File: config.mk
export PLATFORM = sky130hd
export DESIGN_NAME = go_back_n_window_engine_core
export DESIGN_NICKNAME = d
export VERILOG_FILES = /design/src/sv/gbn_pkg.sv /design/src/sv/gbn_ctrl.sv /design/src/sv/gbn_dp.sv /design/src/sv/go_back_n_window_engine_core.sv
export SDC_FILE = /design/constraint.sdc
export NUM_CORES = 1
export LEC_CHECK = 0
export BUFFER_PORTS_ARGS = -buffer_cell sky130_fd_sc_hd__buf_4
export CORE_UTILIZATION = 65
export CTS_CLUSTER_DIAMETER = 120
export DETAILED_ROUTE_END_ITERATION = 10
export HOLD_SLACK_MARGIN = 0.02
export PLACE_DENSITY = 0.84
export SETUP_SLACK_MARGIN = 0.1
export SYNTH_ARGS = -nofsm -noshare
export SYNTH_HDL_FRONTEND = slang
export SYNTH_SLANG_ARGS = --single-unit
File: constraint.sdc
create_clock -name clk -period 9.1 [get_ports clk]
set_input_delay 1.365 -clock clk [delete_from_list [all_inputs] [get_ports clk]]
set_output_delay 1.365 -clock clk [all_outputs]
set_load 0.01 [all_outputs]
File: src/sv/gbn_pkg.sv
// Shared types and codes for the go-back-N window engine.
package gbn_pkg;

  // Event codes on the input channel
  typedef enum logic [1:0] {
    CMD_PKT     = 2'd0,
    CMD_FRAME   = 2'd1,
    CMD_CKERR   = 2'd2,
    CMD_TIMEOUT = 2'd3
  } cmd_t;

  // Result kinds on the output channel
  typedef enum logic [2:0] {
    KIND_SEND    = 3'd0,
    KIND_DELIVER = 3'd1,
    KIND_STOP    = 3'd2,
    KIND_STATUS  = 3'd3,
    KIND_DROP    = 3'd4
  } kind_t;

  // Sequence number width (eight numbers in the space)
  localparam int SEQ_W = 3;
  // Width of the result payload field
  localparam int OUT_PAY_W = 32;

  // Commands from the controller to the datapath
  typedef struct packed {
    logic accept;
    logic emit_head;
    logic emit_walk;
    logic last;
  } gbn_ctl_t;

  // Status from the datapath to the controller
  typedef struct packed {
    logic             head_pend;
    logic [SEQ_W-1:0] walk_left;
  } gbn_sts_t;

endpackage

File: src/sv/gbn_ctrl.sv
// Controller state machine: event intake and result sequencing.
module gbn_ctrl
  import gbn_pkg::*;
(
  input  logic     clk,
  input  logic     rst_n,
  input  logic     in_valid,
  output logic     in_stall,
  output logic     out_valid,
  input  logic     out_stall,
  input  gbn_sts_t sts,
  output gbn_ctl_t ctl
);

  typedef enum logic [1:0] {
    ST_IDLE = 2'b01,
    ST_RUN  = 2'b10
  } state_t;

  state_t state_r, state_nxt;
  logic   out_valid_r, out_valid_nxt;
  logic   out_free;

  // Take a new event only when idle
  assign in_stall  = (state_r != ST_IDLE);
  assign out_valid = out_valid_r;
  assign out_free  = !out_valid_r || !out_stall;

  // Sequence one result per cycle while the output register has room
  always_comb begin
    state_nxt     = state_r;
    ctl           = '0;
    out_valid_nxt = out_valid_r && out_stall;
    unique case (state_r)
      ST_IDLE: begin
        if (in_valid) begin
          ctl.accept = 1'b1;
          state_nxt  = ST_RUN;
        end
      end
      ST_RUN: begin
        if (out_free) begin
          out_valid_nxt = 1'b1;
          if (sts.head_pend) begin
            ctl.emit_head = 1'b1;
            ctl.last      = (sts.walk_left == '0);
          end else begin
            ctl.emit_walk = 1'b1;
            ctl.last      = (sts.walk_left == SEQ_W'(1));
          end
          if (ctl.last) begin
            state_nxt = ST_IDLE;
          end
        end
      end
      default: begin
        state_nxt = ST_IDLE;
      end
    endcase
  end

  // Hold state and output valid
  always_ff @(posedge clk) begin
    if (!rst_n) begin
      state_r     <= ST_IDLE;
      out_valid_r <= 1'b0;
    end else begin
      state_r     <= state_nxt;
      out_valid_r <= out_valid_nxt;
    end
  end

`ifndef SYNTH
  // While running there is always at least one result still to produce
  a_run_has_work: assert property (@(posedge clk) disable iff (!rst_n)
    (state_r == ST_RUN) |-> (sts.head_pend || (sts.walk_left != '0)))
    else $error("controller running with no pending result");

  // A result is loaded only when the previous one has left or is leaving
  a_no_overwrite: assert property (@(posedge clk) disable iff (!rst_n)
    (ctl.emit_head || ctl.emit_walk) |-> (!out_valid_r || !out_stall))
    else $error("output register overwritten while stalled");
`endif

endmodule

File: src/sv/gbn_dp.sv
// Datapath: window pointers, packet store, event planning and output register.
module gbn_dp
  import gbn_pkg::*;
#(
  parameter int EFF_WIN = 7,
  parameter int STORE_W = 32
) (
  input  logic                 clk,
  input  logic                 rst_n,
  input  gbn_ctl_t             ctl,
  output gbn_sts_t             sts,
  input  logic [1:0]           in_cmd,
  input  logic [31:0]          in_payload,
  input  logic [SEQ_W-1:0]     in_frame_seq,
  input  logic [SEQ_W-1:0]     in_frame_ack,
  output logic [2:0]           out_kind,
  output logic [SEQ_W-1:0]     out_seq,
  output logic [SEQ_W-1:0]     out_ack,
  output logic [OUT_PAY_W-1:0] out_payload,
  output logic                 out_network_enable,
  output logic                 out_last
);

  localparam logic [SEQ_W-1:0] EFF3 = SEQ_W'(EFF_WIN);
  localparam int DEPTH = 1 << SEQ_W;

  // True when b lies circularly in [a, c)
  function automatic logic in_window(input logic [SEQ_W-1:0] a,
                                     input logic [SEQ_W-1:0] b,
                                     input logic [SEQ_W-1:0] c);
    return ((a <= b) && (b < c)) || ((c < a) && (a <= b)) || ((b < c) && (c < a));
  endfunction

  // Window state
  logic [SEQ_W-1:0] nts_r, nts_nxt;
  logic [SEQ_W-1:0] old_r, old_nxt;
  logic [SEQ_W-1:0] exp_r, exp_nxt;
  logic [SEQ_W-1:0] cnt_r, cnt_nxt;

  // Plan of the current event
  logic             head_pend_r, head_pend_nxt;
  kind_t            head_kind_r, head_kind_nxt;
  logic [SEQ_W-1:0] head_seq_r, head_seq_nxt;
  logic [STORE_W-1:0] head_pay_r, head_pay_nxt;
  kind_t            walk_kind_r, walk_kind_nxt;
  logic [SEQ_W-1:0] walk_ptr_r, walk_ptr_nxt;
  logic [SEQ_W-1:0] walk_left_r, walk_left_nxt;
  logic [SEQ_W-1:0] ack_r, ack_nxt;
  logic             en_r, en_nxt;

  // Packet store
  logic [STORE_W-1:0] mem [DEPTH];
  logic [STORE_W-1:0] rd_data_r;
  logic               wr_en;

  // Output register
  kind_t              out_kind_r, out_kind_nxt;
  logic [SEQ_W-1:0]   out_seq_r, out_seq_nxt;
  logic [SEQ_W-1:0]   out_ack_r, out_ack_nxt;
  logic [OUT_PAY_W-1:0] out_pay_r, out_pay_nxt;
  logic               out_en_r, out_last_r;

  logic [STORE_W-1:0] pay_m;
  logic [SEQ_W-1:0]   span;
  logic [SEQ_W-1:0]   rel;
  logic               dlv;
  logic               full;

  assign pay_m = in_payload[STORE_W-1:0];
  assign span  = in_frame_ack - old_r;
  assign dlv   = (in_frame_seq == exp_r);
  assign full  = (cnt_r >= EFF3);
  // Frames released by the ack: the smaller of the buffered count and one more than the span
  assign rel   = ((cnt_r != '0) && in_window(old_r, in_frame_ack, nts_r)) ?
                 ((cnt_r > span) ? span + SEQ_W'(1) : cnt_r) : '0;

  assign sts.head_pend = head_pend_r;
  assign sts.walk_left = walk_left_r;

  // Plan the event and advance the window at accept; step the plan on emit
  always_comb begin
    nts_nxt       = nts_r;
    old_nxt       = old_r;
    exp_nxt       = exp_r;
    cnt_nxt       = cnt_r;
    head_pend_nxt = head_pend_r;
    head_kind_nxt = head_kind_r;
    head_seq_nxt  = head_seq_r;
    head_pay_nxt  = head_pay_r;
    walk_kind_nxt = walk_kind_r;
    walk_ptr_nxt  = walk_ptr_r;
    walk_left_nxt = walk_left_r;
    ack_nxt       = ack_r;
    en_nxt        = en_r;
    wr_en         = 1'b0;
    if (ctl.accept) begin
      head_pend_nxt = 1'b0;
      head_kind_nxt = KIND_STATUS;
      head_seq_nxt  = '0;
      head_pay_nxt  = '0;
      walk_kind_nxt = KIND_SEND;
      walk_ptr_nxt  = old_r;
      walk_left_nxt = '0;
      ack_nxt       = exp_r - SEQ_W'(1);
      unique case (cmd_t'(in_cmd))
        CMD_PKT: begin
          head_pend_nxt = 1'b1;
          head_pay_nxt  = pay_m;
          if (!full) begin
            wr_en         = 1'b1;
            cnt_nxt       = cnt_r + SEQ_W'(1);
            nts_nxt       = nts_r + SEQ_W'(1);
            head_kind_nxt = KIND_SEND;
            head_seq_nxt  = nts_r;
          end else begin
            head_kind_nxt = KIND_DROP;
          end
        end
        CMD_FRAME: begin
          exp_nxt       = exp_r + SEQ_W'(dlv);
          old_nxt       = old_r + rel;
          cnt_nxt       = cnt_r - rel;
          walk_kind_nxt = KIND_STOP;
          walk_left_nxt = rel;
          head_pend_nxt = dlv || (rel == '0);
          if (dlv) begin
            head_kind_nxt = KIND_DELIVER;
            head_seq_nxt  = in_frame_seq;
            head_pay_nxt  = pay_m;
          end
        end
        CMD_CKERR: begin
          head_pend_nxt = 1'b1;
        end
        CMD_TIMEOUT: begin
          nts_nxt       = old_r + cnt_r;
          walk_left_nxt = cnt_r;
          head_pend_nxt = (cnt_r == '0);
        end
        default: begin
          head_pend_nxt = 1'b1;
        end
      endcase
      en_nxt = (cnt_nxt < EFF3);
    end
    if (ctl.emit_head) begin
      head_pend_nxt = 1'b0;
    end
    if (ctl.emit_walk) begin
      walk_ptr_nxt  = walk_ptr_r + SEQ_W'(1);
      walk_left_nxt = walk_left_r - SEQ_W'(1);
    end
  end

  // Form the next result from the head item or the window walk
  always_comb begin
    out_kind_nxt = out_kind_r;
    out_seq_nxt  = out_seq_r;
    out_ack_nxt  = out_ack_r;
    out_pay_nxt  = out_pay_r;
    if (ctl.emit_head) begin
      out_kind_nxt = head_kind_r;
      out_seq_nxt  = head_seq_r;
      out_ack_nxt  = (head_kind_r == KIND_SEND) ? ack_r : '0;
      out_pay_nxt  = '0;
      out_pay_nxt[STORE_W-1:0] = head_pay_r;
    end else if (ctl.emit_walk) begin
      out_kind_nxt = walk_kind_r;
      out_seq_nxt  = walk_ptr_r;
      out_ack_nxt  = (walk_kind_r == KIND_SEND) ? ack_r : '0;
      out_pay_nxt  = '0;
      if (walk_kind_r == KIND_SEND) begin
        out_pay_nxt[STORE_W-1:0] = rd_data_r;
      end
    end
  end

  // Hold window state and plan control
  always_ff @(posedge clk) begin
    if (!rst_n) begin
      nts_r       <= '0;
      old_r       <= '0;
      exp_r       <= '0;
      cnt_r       <= '0;
      head_pend_r <= 1'b0;
      walk_left_r <= '0;
      walk_ptr_r  <= '0;
      en_r        <= 1'b1;
    end else begin
      nts_r       <= nts_nxt;
      old_r       <= old_nxt;
      exp_r       <= exp_nxt;
      cnt_r       <= cnt_nxt;
      head_pend_r <= head_pend_nxt;
      walk_left_r <= walk_left_nxt;
      walk_ptr_r  <= walk_ptr_nxt;
      en_r        <= en_nxt;
    end
  end

  // Hold plan payload fields
  always_ff @(posedge clk) begin
    head_kind_r <= head_kind_nxt;
    head_seq_r  <= head_seq_nxt;
    head_pay_r  <= head_pay_nxt;
    walk_kind_r <= walk_kind_nxt;
    ack_r       <= ack_nxt;
  end

  // Write new packets; read ahead at the next walk position
  always_ff @(posedge clk) begin
    if (wr_en) begin
      mem[nts_r] <= pay_m;
    end
    rd_data_r <= mem[walk_ptr_nxt];
  end

  // Load the output register on emit
  always_ff @(posedge clk) begin
    out_kind_r <= out_kind_nxt;
    out_seq_r  <= out_seq_nxt;
    out_ack_r  <= out_ack_nxt;
    out_pay_r  <= out_pay_nxt;
    if (ctl.emit_head || ctl.emit_walk) begin
      out_en_r   <= en_r;
      out_last_r <= ctl.last;
    end
  end

  assign out_kind           = out_kind_r;
  assign out_seq            = out_seq_r;
  assign out_ack            = out_ack_r;
  assign out_payload        = out_pay_r;
  assign out_network_enable = out_en_r;
  assign out_last           = out_last_r;

`ifndef SYNTH
  // Buffered frames always span exactly oldest..next_to_send
  a_window_span: assert property (@(posedge clk) disable iff (!rst_n)
    SEQ_W'(nts_r - old_r) == cnt_r)
    else $error("window pointers disagree with buffered count");

  // The buffered count never exceeds the effective window
  a_count_bound: assert property (@(posedge clk) disable iff (!rst_n)
    cnt_r <= EFF3)
    else $error("buffered count above window");
`endif

endmodule

File: src/sv/go_back_n_window_engine_core.sv
// Events are taken only while idle; an event's first result is formed in the run state and held in the output register.
// Throughput: an event yields n results (1 to 8), one result per cycle while the output has room,
//   set by the window walk over the packet store's single read port.
// The input stalls while an event's results are being produced; output stalls pause the walk.
// Reset (rst_n, synchronous, active low) clears pointers, count and handshake state;
//   the packet store is not cleared.
module go_back_n_window_engine_core
  import gbn_pkg::*;
#(
  parameter int WINDOW_MAX   = 7,
  parameter int PAYLOAD_BITS = 32
) (
  input  logic                 clk,
  input  logic                 rst_n,
  input  logic                 in_valid,
  output logic                 in_stall,
  input  logic [1:0]           in_cmd,
  input  logic [31:0]          in_payload,
  input  logic [SEQ_W-1:0]     in_frame_seq,
  input  logic [SEQ_W-1:0]     in_frame_ack,
  output logic                 out_valid,
  input  logic                 out_stall,
  output logic [2:0]           out_kind,
  output logic [SEQ_W-1:0]     out_seq,
  output logic [SEQ_W-1:0]     out_ack,
  output logic [OUT_PAY_W-1:0] out_payload,
  output logic                 out_network_enable,
  output logic                 out_last
);

  // Window limited by the eight-number sequence space
  localparam int EFF_WIN = (WINDOW_MAX > 7) ? 7 : WINDOW_MAX;
  // Stored payload bits after masking
  localparam int STORE_W = (PAYLOAD_BITS > OUT_PAY_W) ? OUT_PAY_W : PAYLOAD_BITS;

  gbn_ctl_t ctl;
  gbn_sts_t sts;

  gbn_ctrl u_ctrl (
    .clk       (clk),
    .rst_n     (rst_n),
    .in_valid  (in_valid),
    .in_stall  (in_stall),
    .out_valid (out_valid),
    .out_stall (out_stall),
    .sts       (sts),
    .ctl       (ctl)
  );

  gbn_dp #(
    .EFF_WIN (EFF_WIN),
    .STORE_W (STORE_W)
  ) u_dp (
    .clk                (clk),
    .rst_n              (rst_n),
    .ctl                (ctl),
    .sts                (sts),
    .in_cmd             (in_cmd),
    .in_payload         (in_payload),
    .in_frame_seq       (in_frame_seq),
    .in_frame_ack       (in_frame_ack),
    .out_kind           (out_kind),
    .out_seq            (out_seq),
    .out_ack            (out_ack),
    .out_payload        (out_payload),
    .out_network_enable (out_network_enable),
    .out_last           (out_last)
  );

endmodule
==> results of run 1 <==
## cell type report
| class | count | area (µm²) | area share |
|---|---|---|---|
| clock inverters | 13 | 156.4 | 0.008523 |
| flip-flops and latches | 396 | 11340 | 0.6180 |
| multi-input cells | 553 | 4442 | 0.2420 |
| well taps | 324 | 405.4 | 0.02209 |
| clock buffers | 57 | 1086 | 0.05918 |
| repair buffers | 106 | 808.3 | 0.04404 |
| inverters | 30 | 112.6 | 0.006136 |
## Yosys cell counts (3+ instances only)
cell type	instances
a211oi_1	3
a21boi_0	3
a21oi_1	13
a221oi_2	32
a22o_1	31
a31oi_1	3
a32oi_1	3
and2_1	43
and3_1	3
buf_12	6
buf_2	8
buf_6	8
clkbuf_1	26
dfxtp_1	55
edfxtp_1	341
fa_1	4
ha_1	25
inv_1	30
mux2_2	4
mux2i_1	130
nand2_1	80
nand2b_1	36
nand3_1	7
nand3b_1	3
nor2_1	23
nor2b_1	8
nor3_1	7
nor4_1	3
o211a_1	3
o21ai_0	48
xnor2_1	7
xor2_1	4
## critical path: stages
cell,delay [ns]
buf_4,0.11
inv_1,0.05
ha_1,0.16
inv_1,0.06
fa_1,0.40
xnor2_1,0.26
ha_1,0.29
nand3_1,0.07
o21ai_0,0.14
nor2_1,0.48
mux2i_1,0.15
nor3_1,0.26
ha_1,0.21
inv_1,0.06
fa_1,0.44
xnor2_1,0.16
a2111o_1,0.40
o311ai_0,0.15
a41oi_1,0.18
## routing by layer
layer | wire length [µm] | track usage | vias to the layer above | share of wire
met5 | 0 | 0 | - | 0
met4 | 898 | 0.1023 | 0 | 0.027
met3 | 2438 | 0.04468 | 69 | 0.074
met2 | 16690 | 0.4545 | 374 | 0.51
met1 | 12960 | 0.3419 | 4512 | 0.39
li1 | - | - | 4079 | -
## power by group through the flow
| stage | Combinational, W | Clock [W] | Sequential (W) |
|---|---|---|---|
| floorplan | 0.000179 | 0 | 0.00208 |
| global placement | 0.000258 | 0 | 0.00208 |
| detailed placement | 0.000267 | 0 | 0.00209 |
| CTS | 0.000272 | 0.00158 | 0.00205 |
| global route | 0.000296 | 0.00166 | 0.00205 |
| finish | 0.000273 | 0.00157 | 0.00205 |
## sequential cells by signal (all words and copies together) (netlist names), 2 cells and up
| signal | count |
|---|---|
| u_ctrl.state_r | 2 |
| u_dp.ack_r | 3 |
| u_dp.cnt_r | 3 |
| u_dp.exp_r | 3 |
| u_dp.head_kind_r | 3 |
| u_dp.head_pay_r | 32 |
| u_dp.head_seq_r | 3 |
| u_dp.mem | 256 |
| u_dp.nts_r | 3 |
| u_dp.old_r | 3 |
| u_dp.out_ack | 3 |
| u_dp.out_kind | 3 |
| u_dp.out_payload | 32 |
| u_dp.out_seq | 3 |
| u_dp.rd_data_r | 32 |
| u_dp.walk_left_r | 3 |
| u_dp.walk_ptr_r | 3 |
## worst paths after layout
kind | start | depth (start not counted) | slack [ns] | to
max | in_frame_ack[0] | 19 | 4.10 | u_dp.en_r$_SDFFE_PN1P_
min | u_dp.en_r$_SDFFE_PN1P_ | 0 | 0.44 | u_dp.out_network_enable$_DFFE_PP_
max reg2reg | u_dp.old_r[0]$_SDFFE_PN0P_ | 17 | 4.53 | u_dp.en_r$_SDFFE_PN1P_
min reg2reg | u_dp.en_r$_SDFFE_PN1P_ | 0 | 0.44 | u_dp.out_network_enable$_DFFE_PP_
## per-stage QoR
step,power (W),instance area (µm²),hold WS (ns)
6_report,0.003893,18350,0.4354
5_1_grt,0.004009,18350,0.4588
4_1_cts,0.003904,18350,0.4392
3_5_place_dp,0.002354,17110,0.4221
3_3_place_gp,0.002343,17110,0.4210
2_1_floorplan,0.002261,16150,0.4092
## cells by family after synthesis
kind of cell             after synthesis  share of synthesized area
AND/OR/NAND/NOR                      218                    0.06850
flip-flops                           396                     0.7023
multiplexers                         136                    0.08663
AO/OA/AOI/OAI                        158                    0.08244
XOR/XNOR                              11                   0.005966
adder cells (fa/ha/maj)               30                    0.02495
buffers and inverters                 80                    0.02921
==> results.py, run 1 <==
metrics = {
    "finish": {
        "drive_above_1_share": 0.1827,
        "layoutNonFillerInstCount": 1479,
        "layout_commonest_cell": "edfxtp_1",
        "area_growth_syn_to_layout_pct": 13.65,
        "utilization": 0.7546,
        "diodes": 0,
        "fillers": 1388,
        "final_nets": 1199,
        "final_cell_mix": "341 x edfxtp_1, 130 x mux2i_1, 105 x buf_4, 80 x nand2_1, 55 x dfxtp_1",
    },
    "power": {
        "power_leakage_nw": 7.203,
        "switching_share": 0.2152,
        "peakVddDrop_mv": 0.1601,
        "p_int_w": 0.003055,
        "clkPwrFrac": 0.403,
        "p_per_area_nw_per_um2": 212.1,
        "power.switching_w": 0.0008377,
        "p_comb_frac": 0.070,
        "pwr-share-seq": 0.527,
    },
    "synth": {
        "syn_area_per_cell_um2": 15.69,
        "syn_nets": 1102,
        "synth_edf_count": 341,
        "ys.flop_type": "edfxtp_1",
        "synth_area_um2": 16150,
        "netlist-cell-type-count": 53,
        "ys_ff_latch": 396,
        "synth.area.top_cells": "edfxtp_1 63%, mux2i_1 8.1%, dfxtp_1 6.8%, a221oi_2 3.0%, ha_1 1.9%",
        "synth_top_area_share": 0.6341,
        "synth_top_cell_by_area": "edfxtp_1",
        "synthArstFlopShare": 0,
        "ys_warn_count": 0,
        "synth.yosys.seq_area_share": 0.7023,
        "synthCells": 1029,
    },
    "die": {
        "core_um2": 24320,
        "rows": 57,
        "die_area_um2": 25480,
        "die_h_um": 159.6,
        "fp.dieW_um": 159.6,
        "start_util": 0.6640,
        "io_pins": 89,
    },
    "clocking": {
        "h-tree-depth": 2,
        "cts_resized": 0,
        "root_buffer": "clkbuf_16",
        "numCtsBuffers": 39,
        "cts_tree": "done",
        "clock_path_buffers": 3,
        "clkSlewWorstSetupHoldPaths_ns": 0.06,
        "postCtsSetupBuffers": 0,
        "clock_latency_ns": 0.53,
        "clkSinkCount": 396,
        "cts_hold_buf": 0,
    },
    "routing": {
        "drc_errors": 0,
        "first_iter_violations": 755,
        "vias": 9034,
        "postRouteAntennaNets": 0,
        "vias_per_cell": 6.108,
        "wirelength_um": 32990,
        "dr.pass1.iters": 5,
        "wire_per_inst_um": 22.30,
    },
    "placement": {
        "place_inst": 1409,
        "post-dp-hpwl_um": 17710,
        "gp_congestion": 0.8858,
        "dp_slack_ns": 3.676,
        "port_buffers": 88,
    },
    "critical_path": {
        "critPathCaptureType": "flop",
        "worstPathArrival_ns": 5.38,
        "path_max_fanout": 8,
        "worstSetupStartpointType": "input port",
        "cp_data_required_time_ns": 9.48,
        "criticalPathCategory": "in2reg",
    },
    "grt": {
        "first_global_vias": 9279,
        "grt_max_degree": 128,
        "antenna_found_initial": 0,
        "track_usage": 0.2655,
        "grt_overflow": 0,
        "grt_pass1_wl_um": 50940,
    },
    "timing": {
        "timing.final.crit_share": 0.5495,
        "rsz0062_at_grt": "false",
        "skew_ns": 0.01006,
        "slew_violations": 0,
        "hold_viol": 0,
        "setup_viol": 0,
        "max_freq_ghz": 0.2000,
        "layout_setup_ws_ns": 4.099,
        "tightest_slew_ns": 0.9641,
        "tns_ns": 0,
        "min_period_ns": 5.001,
        "max_slew_margin": 0.3573,
    },
    "outcome": {
        "outcome": "completed",
    },
    "job": {
        "cap_violations": 0,
    },
    "worst_hold_path": {
        "hold_class": "reg2reg",
    },
}
Note: power is estimated with default switching activity, not from simulation.
==> inputs of run 2 (changes only) <==
--- a/config.mk
+++ b/config.mk
@@ -6,11 +6,11 @@
 export NUM_CORES = 1
 export LEC_CHECK = 0
 export BUFFER_PORTS_ARGS = -buffer_cell sky130_fd_sc_hd__buf_4
-export CORE_UTILIZATION = 65
+export CORE_UTILIZATION = 61
 export CTS_CLUSTER_DIAMETER = 120
 export DETAILED_ROUTE_END_ITERATION = 10
 export HOLD_SLACK_MARGIN = 0.02
-export PLACE_DENSITY = 0.84
+export PLACE_DENSITY = 0.8
 export SETUP_SLACK_MARGIN = 0.1
 export SYNTH_ARGS = -nofsm -noshare
 export SYNTH_HDL_FRONTEND = slang
==> constraint.sdc (replaced) <==
create_clock -name clk -period 5.2 [get_ports clk]
set_input_delay 0.78 -clock clk [delete_from_list [all_inputs] [get_ports clk]]
set_output_delay 0.78 -clock clk [all_outputs]
set_load 0.01 [all_outputs]
==> results.py, run 2 (synthesis results as in run 1) <==
metrics = {
    "power": {
        "switching_share": 0.2143,
        "power_leakage_nw": 7.224,
        "p_per_area_nw_per_um2": 365.0,
        "p_int_w": 0.005287,
        "clkPwrFrac": 0.396,
        "power.switching_w": 0.001442,
        "peakVddDrop_mv": 0.2913,
        "p_comb_frac": 0.071,
        "pwr-share-seq": 0.533,
    },
    "timing": {
        "max_freq_ghz": 0.2176,
        "hold_viol": 0,
        "slew_violations": 0,
        "setup_viol": 0,
        "tns_ns": 0,
        "min_period_ns": 4.596,
        "rsz0062_at_grt": "false",
        "tightest_slew_ns": 0.9377,
        "timing.final.crit_share": 0.8838,
        "skew_ns": 0.02520,
        "layout_setup_ws_ns": 0.6043,
        "max_slew_margin": 0.3735,
    },
    "finish": {
        "diodes": 0,
        "drive_above_1_share": 0.1871,
        "final_cell_mix": "341 x edfxtp_1, 130 x mux2i_1, 110 x buf_4, 80 x nand2_1, 55 x dfxtp_1",
        "final_nets": 1207,
        "layout_commonest_cell": "edfxtp_1",
        "area_growth_syn_to_layout_pct": 14.17,
        "fillers": 1635,
        "final_design_area_no_fill_um2": 18440,
        "top_register": "u_dp.mem",
        "largest_reg_flops": 256,
    },
    "grt": {
        "grt_max_degree": 87,
        "grt_overflow": 0,
        "antenna_found_initial": 0,
        "first_global_vias": 8911,
        "grt_pass1_wl_um": 48410,
        "track_usage": 0.2409,
    },
    "outcome": {
        "outcome": "completed",
    },
    "critical_path": {
        "worstPathArrival_ns": 4.95,
        "path_max_fanout": 8,
        "worstSetupStartpointType": "flop",
        "criticalPathCategory": "reg2reg",
        "critPathCaptureType": "flop",
        "startpoint": "u_dp.old_r[0]$_SDFFE_PN0P_",
        "timing.rr.start": "u_dp.old_r[0]$_SDFFE_PN0P_",
        "cp_data_required_time_ns": 5.56,
    },
    "clocking": {
        "clkSinkCount": 396,
        "numCtsBuffers": 40,
        "cts_hold_buf": 0,
        "cts_tree": "done",
        "cts_resized": 0,
        "clock_path_buffers": 3,
        "h-tree-depth": 2,
        "root_buffer": "clkbuf_16",
        "clock_latency_ns": 0.53,
        "clkSlewWorstSetupHoldPaths_ns": 0.06,
        "postCtsSetupBuffers": 0,
    },
    "worst_hold_path": {
        "min-delay-start": "u_dp.en_r$_SDFFE_PN1P_",
        "hold_class": "reg2reg",
    },
    "die": {
        "io_pins": 89,
        "start_util": 0.6214,
        "die_area_um2": 27130,
        "core_um2": 25980,
        "fp.dieW_um": 164.7,
        "die_h_um": 164.7,
        "rows": 59,
    },
    "placement": {
        "gp_congestion": 0.8886,
        "post-dp-hpwl_um": 18850,
        "postPlaceCellArea_um2": 17210,
        "dp_slack_ns": 0.2284,
        "port_buffers": 88,
    },
    "routing": {
        "drc_errors": 0,
        "vias": 8855,
        "wirelength_um": 31960,
        "vias_per_cell": 5.903,
        "wire_per_inst_um": 21.31,
        "first_iter_violations": 638,
        "postRouteAntennaNets": 0,
        "dr.pass1.iters": 5,
    },
    "job": {
        "cap_violations": 0,
    },
}
-- run 2: layout make-up --
type                       instances  area, µm²  area share
clock inverter                    14      101.3    0.005497
sequential                       396      11340      0.6151
tap                              335      419.2     0.02274
multi-input combinational        553       4454      0.2416
timing repair buffer             113      885.9     0.04805
inverter                          30      112.6    0.006108
clock buffer                      59       1122     0.06088
-- run 2: final timing paths --
path	to	slack (ns)	cells after the start
setup reg to reg	u_dp.en_r$_SDFFE_PN1P_	0.60	17
hold / removal	u_dp.out_network_enable$_DFFE_PP_	0.44	0
hold reg to reg	u_dp.out_network_enable$_DFFE_PP_	0.44	0
setup / recovery	u_dp.en_r$_SDFFE_PN1P_	0.60	17
-- run 2: stage by stage --
step                utilization  total power, W  hold WS [ns]  instances
finish                   0.7095        0.006729        0.4359       1500
global route             0.7095        0.006934        0.4700       1500
detailed placement       0.6624        0.004129        0.4225       1427
floorplan                     -        0.003957        0.4092       1029
global placement         0.6624        0.004110        0.4188       1427
CTS                      0.7095        0.006768        0.4406       1500
-- run 2: power groups by stage --
stage	Sequential (W)	Clock, W	Combinational [W]
6_report	0.00359	0.00266	0.000477
5_1_grt	0.00360	0.00282	0.000519
4_1_cts	0.00359	0.00270	0.000478
3_5_place_dp	0.00366	0	0.000474
3_3_place_gp	0.00365	0	0.000459
2_1_floorplan	0.00364	0	0.000314
-- run 2: critical path, cell delays in order (launching register included) --
cell and delay, ns:
dfxtp_1 0.46, ha_1 0.22, inv_1 0.06, fa_1 0.41, xnor2_1 0.29, ha_1 0.30, nand3_1 0.09, o21ai_0 0.13
nor2_1 0.45, mux2i_1 0.15, nor3_1 0.27, ha_1 0.20, inv_1 0.05, fa_1 0.45, xnor2_1 0.15, a2111o_1 0.39
o311ai_0 0.17, a41oi_1 0.20
-- run 2: routing by layer --
metal | vias up | part of all wire | track usage
li1 | 4118 | - | -
met3 | 70 | 0.058 | 0.03541
met4 | 0 | 0.025 | 0.07631
met1 | 4395 | 0.40 | 0.3087
met2 | 272 | 0.51 | 0.4230
met5 | - | 0 | 0
